[config.mk]
export PLATFORM = sky130hd
export DESIGN_NAME = rgb_left_delta_decoder
export DESIGN_NICKNAME = d
export VERILOG_FILES = /design/src/rgbld_pkg.sv /design/src/rgb_left_delta_decoder.sv
export SDC_FILE = /design/constraint.sdc
export NUM_CORES = 1
export LEC_CHECK = 0
export ABC_AREA = 0
export BUFFER_PORTS_ARGS = -buffer_cell sky130_fd_sc_hd__buf_2
export CAP_MARGIN = 15
export CORE_ASPECT_RATIO = 1.25
export CORE_UTILIZATION = 30
export DETAILED_ROUTE_END_ITERATION = 16
export PLACE_DENSITY = 0.56
export REMOVE_ABC_BUFFERS = 1
export SYNTH_ARGS = -nofsm -noshare
export SYNTH_HDL_FRONTEND = slang
export SYNTH_SLANG_ARGS = --single-unit
[constraint.sdc]
create_clock -name aclk -period 7.9 [get_ports aclk]
set_input_delay 0.395 -clock aclk [delete_from_list [all_inputs] [get_ports aclk]]
set_output_delay 0.395 -clock aclk [all_outputs]
set_load 0.005 [all_outputs]
[src/rgbld_pkg.sv]
// ----------------------------------------------------------------------------
// rgbld_pkg
// Shared types and constants for the rgb left delta decoder.
// ----------------------------------------------------------------------------
package rgbld_pkg;

    localparam int unsigned PIX_W   = 8;
    localparam int unsigned COL_W   = 14;
    localparam int unsigned WIDTH_W = 15;
    localparam int unsigned ADDR_W  = 3;
    localparam int unsigned DATA_W  = 32;

    // delta codes carry a bias of half the byte range
    localparam logic [PIX_W-1:0] CODE_BIAS = 8'd128;
    localparam logic [WIDTH_W-1:0] MAX_WIDTH = 15'd16384;

    // register index, taken from paddr[2]
    typedef enum logic {
        REG_IMAGE_WIDTH = 1'b0,
        REG_DELTA_MODE  = 1'b1
    } reg_index_t;

    typedef struct packed {
        logic [PIX_W-1:0] red;
        logic [PIX_W-1:0] green;
        logic [PIX_W-1:0] blue;
        logic             frame_start;
    } pixel_code_t;

    typedef struct packed {
        logic [PIX_W-1:0] red;
        logic [PIX_W-1:0] green;
        logic [PIX_W-1:0] blue;
        logic             row_end;
    } pixel_out_t;

    // last column index for a programmed width (0 acts as 1, clamp to max)
    function automatic logic [COL_W-1:0] last_column(input logic [WIDTH_W-1:0] width);
        logic [WIDTH_W-1:0] w;
        begin
            w = width;
            if (w == '0) begin
                w = WIDTH_W'(1);
            end else if (w > MAX_WIDTH) begin
                w = MAX_WIDTH;
            end
            last_column = COL_W'(w - WIDTH_W'(1));
        end
    endfunction

endpackage

[src/rgb_left_delta_decoder.sv]
// ----------------------------------------------------------------------------
// rgb_left_delta_decoder
// Left-predicted RGB delta decoder with optional green reference.
// ----------------------------------------------------------------------------
// Usage:
//   s_* is the coded pixel stream (valid/ready), one request per pixel with
//   red, green and blue codes and a frame_start flag that marks column 0.
//   m_* is the decoded pixel stream (valid/ready) with row_end on the last
//   pixel of each row.
//   Registers on the APB port: image_width at 0x0, delta_mode at 0x4.
//   Program them only while no pixel is in flight.
// Timing:
//   A pixel taken from s_* sits in the input register, is decoded into the
//   result register once that register is free or being read, and is offered
//   on m_* from then on. One pixel per cycle is sustained while m_ready is
//   high; the rate is set by the single decode step between the two registers,
//   which also updates the left-pixel state.
// Reset and stall:
//   aresetn (synchronous, active low) empties both registers, clears the
//   left pixel and column count, and sets width 1, independent mode.
//   When m_ready is low the result holds; the input register still fills,
//   so one more request is taken before s_ready drops.
// ----------------------------------------------------------------------------
module rgb_left_delta_decoder (
    input  logic                             aclk,
    input  logic                             aresetn,
    // configuration port
    input  logic                             psel,
    input  logic                             penable,
    input  logic                             pwrite,
    input  logic [rgbld_pkg::ADDR_W-1:0]     paddr,
    input  logic [rgbld_pkg::DATA_W-1:0]     pwdata,
    output logic [rgbld_pkg::DATA_W-1:0]     prdata,
    output logic                             pready,
    // coded pixel stream
    input  logic                             s_valid,
    output logic                             s_ready,
    input  logic [rgbld_pkg::PIX_W-1:0]      s_red_code,
    input  logic [rgbld_pkg::PIX_W-1:0]      s_green_code,
    input  logic [rgbld_pkg::PIX_W-1:0]      s_blue_code,
    input  logic                             s_frame_start,
    // decoded pixel stream
    output logic                             m_valid,
    input  logic                             m_ready,
    output logic [rgbld_pkg::PIX_W-1:0]      m_red_out,
    output logic [rgbld_pkg::PIX_W-1:0]      m_green_out,
    output logic [rgbld_pkg::PIX_W-1:0]      m_blue_out,
    output logic                             m_row_end
);

    logic [rgbld_pkg::WIDTH_W-1:0] width_reg;
    logic                          mode_reg;
    logic                          cfg_write;
    rgbld_pkg::reg_index_t         cfg_index;

    rgbld_pkg::pixel_code_t        in_reg;
    logic                          in_valid_reg;
    rgbld_pkg::pixel_out_t         out_reg, out_next;
    logic                          out_valid_reg;

    logic [rgbld_pkg::PIX_W-1:0]   left_red_reg, left_green_reg, left_blue_reg;
    logic [rgbld_pkg::COL_W-1:0]   col_count_reg, col_count_next;
    logic [rgbld_pkg::COL_W-1:0]   col, col_last;
    logic [rgbld_pkg::PIX_W-1:0]   green_delta, red_delta, blue_delta, green_chg;
    logic                          advance;

    // configuration
    assign pready    = 1'b1;
    assign cfg_write = psel && penable && pwrite;
    assign cfg_index = rgbld_pkg::reg_index_t'(paddr[2]);

    always_ff @(posedge aclk) begin
        if (!aresetn) begin
            width_reg <= rgbld_pkg::WIDTH_W'(1);
            mode_reg  <= 1'b0;
        end else if (cfg_write) begin
            unique case (cfg_index)
                rgbld_pkg::REG_IMAGE_WIDTH: width_reg <= pwdata[rgbld_pkg::WIDTH_W-1:0];
                rgbld_pkg::REG_DELTA_MODE:  mode_reg  <= pwdata[0];
                default: ;
            endcase
        end
    end

    always_comb begin
        unique case (cfg_index)
            rgbld_pkg::REG_IMAGE_WIDTH:
                prdata = {{(rgbld_pkg::DATA_W-rgbld_pkg::WIDTH_W){1'b0}}, width_reg};
            rgbld_pkg::REG_DELTA_MODE:
                prdata = {{(rgbld_pkg::DATA_W-1){1'b0}}, mode_reg};
            default:
                prdata = '0;
        endcase
    end

    // handshake: input register feeds result register
    assign advance = in_valid_reg && (!out_valid_reg || m_ready);
    assign s_ready = !in_valid_reg || advance;

    always_ff @(posedge aclk) begin
        if (!aresetn) begin
            in_valid_reg <= 1'b0;
        end else if (s_ready) begin
            in_valid_reg <= s_valid;
        end
    end

    always_ff @(posedge aclk) begin
        if (s_ready && s_valid) begin
            in_reg <= '{red: s_red_code, green: s_green_code,
                        blue: s_blue_code, frame_start: s_frame_start};
        end
    end

    // decode
    assign col_last    = rgbld_pkg::last_column(width_reg);
    assign col         = in_reg.frame_start ? '0 : col_count_reg;
    assign green_delta = in_reg.green - rgbld_pkg::CODE_BIAS;
    assign red_delta   = in_reg.red - rgbld_pkg::CODE_BIAS;
    assign blue_delta  = in_reg.blue - rgbld_pkg::CODE_BIAS;
    // green change from the left pixel equals the unbiased green code
    assign green_chg   = mode_reg ? green_delta : '0;

    always_comb begin
        out_next.row_end = (col >= col_last);
        if (col == '0) begin
            out_next.red   = in_reg.red;
            out_next.green = in_reg.green;
            out_next.blue  = in_reg.blue;
        end else begin
            out_next.red   = left_red_reg + red_delta + green_chg;
            out_next.green = left_green_reg + green_delta;
            out_next.blue  = left_blue_reg + blue_delta + green_chg;
        end
        col_count_next = out_next.row_end ? '0 : col + rgbld_pkg::COL_W'(1);
    end

    always_ff @(posedge aclk) begin
        if (!aresetn) begin
            left_red_reg   <= '0;
            left_green_reg <= '0;
            left_blue_reg  <= '0;
            col_count_reg  <= '0;
        end else if (advance) begin
            left_red_reg   <= out_next.red;
            left_green_reg <= out_next.green;
            left_blue_reg  <= out_next.blue;
            col_count_reg  <= col_count_next;
        end
    end

    always_ff @(posedge aclk) begin
        if (!aresetn) begin
            out_valid_reg <= 1'b0;
        end else if (advance) begin
            out_valid_reg <= 1'b1;
        end else if (m_ready) begin
            out_valid_reg <= 1'b0;
        end
    end

    always_ff @(posedge aclk) begin
        if (advance) begin
            out_reg <= out_next;
        end
    end

    assign m_valid     = out_valid_reg;
    assign m_red_out   = out_reg.red;
    assign m_green_out = out_reg.green;
    assign m_blue_out  = out_reg.blue;
    assign m_row_end   = out_reg.row_end;

    // assertions
    a_row_start_passthru: assert property (@(posedge aclk) disable iff (!aresetn)
        advance && (in_reg.frame_start || col_count_reg == '0)
        |=> m_red_out == $past(in_reg.red) && m_green_out == $past(in_reg.green)
            && m_blue_out == $past(in_reg.blue))
        else $error("row start pixel not passed through");

    a_row_end_wraps: assert property (@(posedge aclk) disable iff (!aresetn)
        advance && out_next.row_end |=> col_count_reg == '0)
        else $error("column count did not wrap after row end");

    a_width_one_all_ends: assert property (@(posedge aclk) disable iff (!aresetn)
        advance && col_last == '0 |=> m_valid && m_row_end)
        else $error("width one pixel without row end");

    a_left_tracks_out: assert property (@(posedge aclk) disable iff (!aresetn)
        advance |=> left_green_reg == m_green_out && left_red_reg == m_red_out
            && left_blue_reg == m_blue_out)
        else $error("left pixel differs from last result");

endmodule

==> Implementation_results.wiki <==
{| class="wikitable"
! Metric !! Value
|-
| Avg Cell Area, Syn || 9.38 um^2
|-
| Final worst clock skew || 0.0110 ns
|-
| Cts bufs inserted || 9
|-
| Slowest stage delay, CP || 0.58 ns
|-
| Post-Route Setup TNS || 0 ns
|-
| Max reg flops || 25
|-
| P&R area growth vs syn || 14.5%
|-
| Reg power frac || roughly half
|-
| Hold buffer count at cts || 0
|-
| Number of hold violations in the final report || 0
|-
| Number of iterations in the first detailed-routing pass || 8
|-
| Cells along the critical path || or4_4 -> or3_4 -> nor4_1 -> o21bai_1 -> ha_1 -> o21ai_0 -> xnor2_1 -> ha_1 -> and2_1 -> a221oi_1 -> o21ai_0 -> a21oi_2 -> inv_1 -> nor3_2 -> a221o_1
|-
| Proportion of power drawn by combinational gates || roughly 15%
|-
| Switching Fraction || about 28%
|-
| Wire length of the first global-routing pass || between 20 and 25 mm
|-
| Via density per instance || between 4 and 5
|-
| Clock Latency Late Sink || about 0.36 ns
|-
| Post-CTS Repair Setup Buffers || 0
|-
| Mux share of post-synthesis cell area || less than 1%
|-
| Vias in the first global route || between 4000 and 5000
|-
| Share of async-settable or async-resettable flops after synthesis || 0%
|-
| Net count, final || between 800 and 900
|-
| Top cells by area in the synthesized netlist || sky130_fd_sc_hd__edfxtp_1 24%, sky130_fd_sc_hd__dfxtp_1 18%, sky130_fd_sc_hd__ha_1 9.1%, sky130_fd_sc_hd__nand2_1 5.5%, sky130_fd_sc_hd__fa_1 5.4%
|-
| Leakage component of the power || approximately 3 nW
|-
| Required time of the critical path || approximately 8 ns
|-
| Post-synthesis instance area || about 6300 um^2
|-
| Total vias in the final route || roughly 4900
|-
| Clock slew seen by the registers of the worst setup and hold paths || ~0.08 ns
|-
| Critical-path top delay cell || sky130_fd_sc_hd__or4_4
|-
| Max-cap viol count || 0
|-
| Filler Cells Inserted || approximately 2100
|-
| Core area || between 20000 and 25000 um^2
|-
| Cells resized by post-CTS repair || 0
|-
| Maximum number of pins on one net before global-route repair || between 50 and 60
|-
| Leading cell type by number of instances after synthesis || sky130_fd_sc_hd__nand2_1
|-
| Max rail drop VDD || between 90 and 100 uV
|-
| Overall die width || around 130 um
|-
| Worst slew margin relative to its limit || between 30% and 40%
|-
| Classification of the worst setup path || flip-flop to flip-flop
|-
| Remaining Overflow, GRT || 0
|-
| Slew at the pin with the worst max-slew slack || around 0.95 ns
|-
| Flops & latches, synth || between 100 and 150
|-
| Vertical extent of the die || 164 um
|-
| Final-report max-slew violation count || 0
|-
| Worst min-delay path category || input port to flip-flop
|-
| Largest family of logic cells by synthesized area || simple AND/OR/NAND/NOR gates
|-
| Critical Path Fanout Max || 10
|-
| Xor/xnor share of the synthesized area || ~4.1%
|-
| Crit. End Element || flip-flop
|-
| Shortest period the worst path allows || 4.45 ns
|-
| Count of placed standard cells in the final layout, fillers left out || between 1000 and 1500
|-
| Share of the clock period used by the worst path || between 50% and 60%
|-
| Share of synthesized cell area in and, or, nand and nor gates || ~21%
|-
| Yosys top cell area share || about a quarter
|-
| Clock share of power || a little over a third
|-
| Number of nets still failing antenna checks after routing || 0
|-
| Number of H-tree branching levels || 3
|-
| Post-Synthesis Cells || around 670
|-
| Final Wtd Congestion || around 0.76
|-
| Net switching power || between 0.3 and 0.4 mW
|-
| Number of warnings printed during yosys synthesis || 0
|-
| TritonCTS Sinks || around 110
|-
| Number of buffers between clock root and the deepest sink || 2
|-
| TritonCTS clock tree || done
|-
| Iteration-0 DRC count of the detailed router || 242
|-
| Clock Tree Root || sky130_fd_sc_hd__clkbuf_16
|-
| Highest achievable clock rate || 0.225 GHz
|-
| Number of inserted diodes || 0
|-
| Power per Cell Area || about 170 nW/um^2
|-
| DIE AREA || around 22000 um^2
|-
| Number of ports placed on the die boundary || roughly 130
|-
| Starting utilization of the core area || between 30% and 40%
|-
| Most common flop cell mapped by yosys || sky130_fd_sc_hd__dfxtp_1
|-
| Count of endpoints failing setup in the final report || 0
|-
| Cell row count || 59
|-
| Area of all sequential standard cells || roughly 2600 um^2
|-
| Status || complete, no violations
|-
| Pint || 0.904 mW
|-
| DRC Markers || 0
|-
| # placed instances || about 1000
|-
| Most numerous cell types in the synthesized netlist || 92 x sky130_fd_sc_hd__nand2_1, 71 x sky130_fd_sc_hd__nor2_1, 56 x sky130_fd_sc_hd__dfxtp_1
|-
| Fraction of the mapped netlist area in adder cells || approximately 14%
|-
| Compound-Gate Fraction of Synth Area || about 13%
|-
| RSZ-0062 raised after global routing || false
|-
| Final core utilization || approximately a third
|-
| Library cell with the largest summed area after synthesis || sky130_fd_sc_hd__edfxtp_1
|-
| Detailed placement HPWL || between 10 and 15 mm
|-
| Critical Path AT || between 4 and 5 ns
|-
| Number of enable-type register cells in the synthesized netlist || 50
|-
| Type of origin of the critical path || flip-flop
|-
| Average wire length per cell after detail routing || roughly 14 um
|-
| Share of synthesized area occupied by flip-flops and latches || between 40 and 50%
|-
| Antenna violations before repair || 0
|-
| Number of buffer cells added on primary ports || around 90
|-
| Global-route total usage across every layer || a little over an eighth
|-
| Number of distinct standard cells referenced by the synthesized netlist || 68
|-
| Area occupied by multi-input gates || 3440 um^2
|-
| Detailed-route wire length || between 10 and 15 mm
|-
| Fraction of layout cells with a size suffix above 1 || 16.3%
|}
==> per-stage QoR <==
step / total power, mW / area, um^2 / worst slack (ns) / hold WS, ns
3_3_place_gp: 0.832 / 6960 / 3.46 / 0.445
3_5_place_dp: 0.833 / 6960 / 3.46 / 0.451
2_1_floorplan: 0.767 / 6140 / 4.03 / 0.436
4_1_cts: 1.27 / 7240 / 3.43 / 0.193
5_1_grt: 1.32 / 7240 / 3.07 / 0.195
6_report: 1.25 / 7240 / 3.45 / 0.208
==> cells by family after synthesis <==
logic type               Yosys count
other                              2
flip-flops                       106
AND/OR/NAND/NOR                  283
AO/OA/AOI/OAI                    123
adder cells (fa/ha/maj)           63
buffers and inverters             65
multiplexers                       4
XOR/XNOR                          28
==> per-layer routing <==
metal | up-vias | wire [um] | track usage (%)
met2 | 89 | 7360 | 25.0
met4 | 0 | 246 | 5.39
li1 | 2474 | - | -
met1 | 2286 | 6530 | 16.0
met3 | 20 | 392 | 1.85
met5 | - | 0 | 0
==> cell type report <==
class,instances,area share [%]
clock inverter,6,0.691
multi-input combinational,519,47.5
inverter,20,1.04
sequential,106,36.2
clock buffer,10,3.16
timing repair buffer,94,6.67
tap,274,4.73
==> cell usage in the layout (no fill, tap or decap), types with 18 or more instances in the layout <==
| master | count |
|---|---|
| sky130_fd_sc_hd__a21oi_1 | 44 |
| sky130_fd_sc_hd__buf_2 | 89 |
| sky130_fd_sc_hd__conb_1 | 18 |
| sky130_fd_sc_hd__dfxtp_1 | 56 |
| sky130_fd_sc_hd__edfxtp_1 | 50 |
| sky130_fd_sc_hd__ha_1 | 46 |
| sky130_fd_sc_hd__inv_1 | 19 |
| sky130_fd_sc_hd__nand2_1 | 92 |
| sky130_fd_sc_hd__nand3_1 | 20 |
| sky130_fd_sc_hd__nor2_1 | 71 |
| sky130_fd_sc_hd__nor2b_1 | 28 |
| sky130_fd_sc_hd__nor3_1 | 21 |
| sky130_fd_sc_hd__o21ai_0 | 23 |
| sky130_fd_sc_hd__xnor2_1 | 18 |
==> final timing paths <==
kind,startpoint,end,slack [ns],depth (start not counted)
worst max-delay path,width_reg[8],col_count_reg[10],3.45,15
worst min-delay path,s_red_code[5],in_reg[22],0.21,1
worst max register to register,width_reg[8],col_count_reg[10],3.45,15
worst min register to register,left_red_reg[0],left_red_reg[0],0.46,2
==> critical path, delay by kind of cell (launching register included) <==
kind / cells / cell delay [ns]
simple gates: 5 / 1.58
compound gates: 6 / 1.43
fa+ha+maj: 2 / 0.56
flops: 1 / 0.38
buf+inv: 1 / 0.25
xor+xnor: 1 / 0.18
==> power groups by stage <==
stage	Combinational, mW	Sequential (mW)	Clock, mW
floorplan	0.135	0.632	0
global placement	0.194	0.638	0
detailed placement	0.196	0.638	0
CTS	0.197	0.625	0.450
global route	0.222	0.629	0.468
finish	0.193	0.625	0.435
No activity file was read; power rests on OpenSTA's default activity.
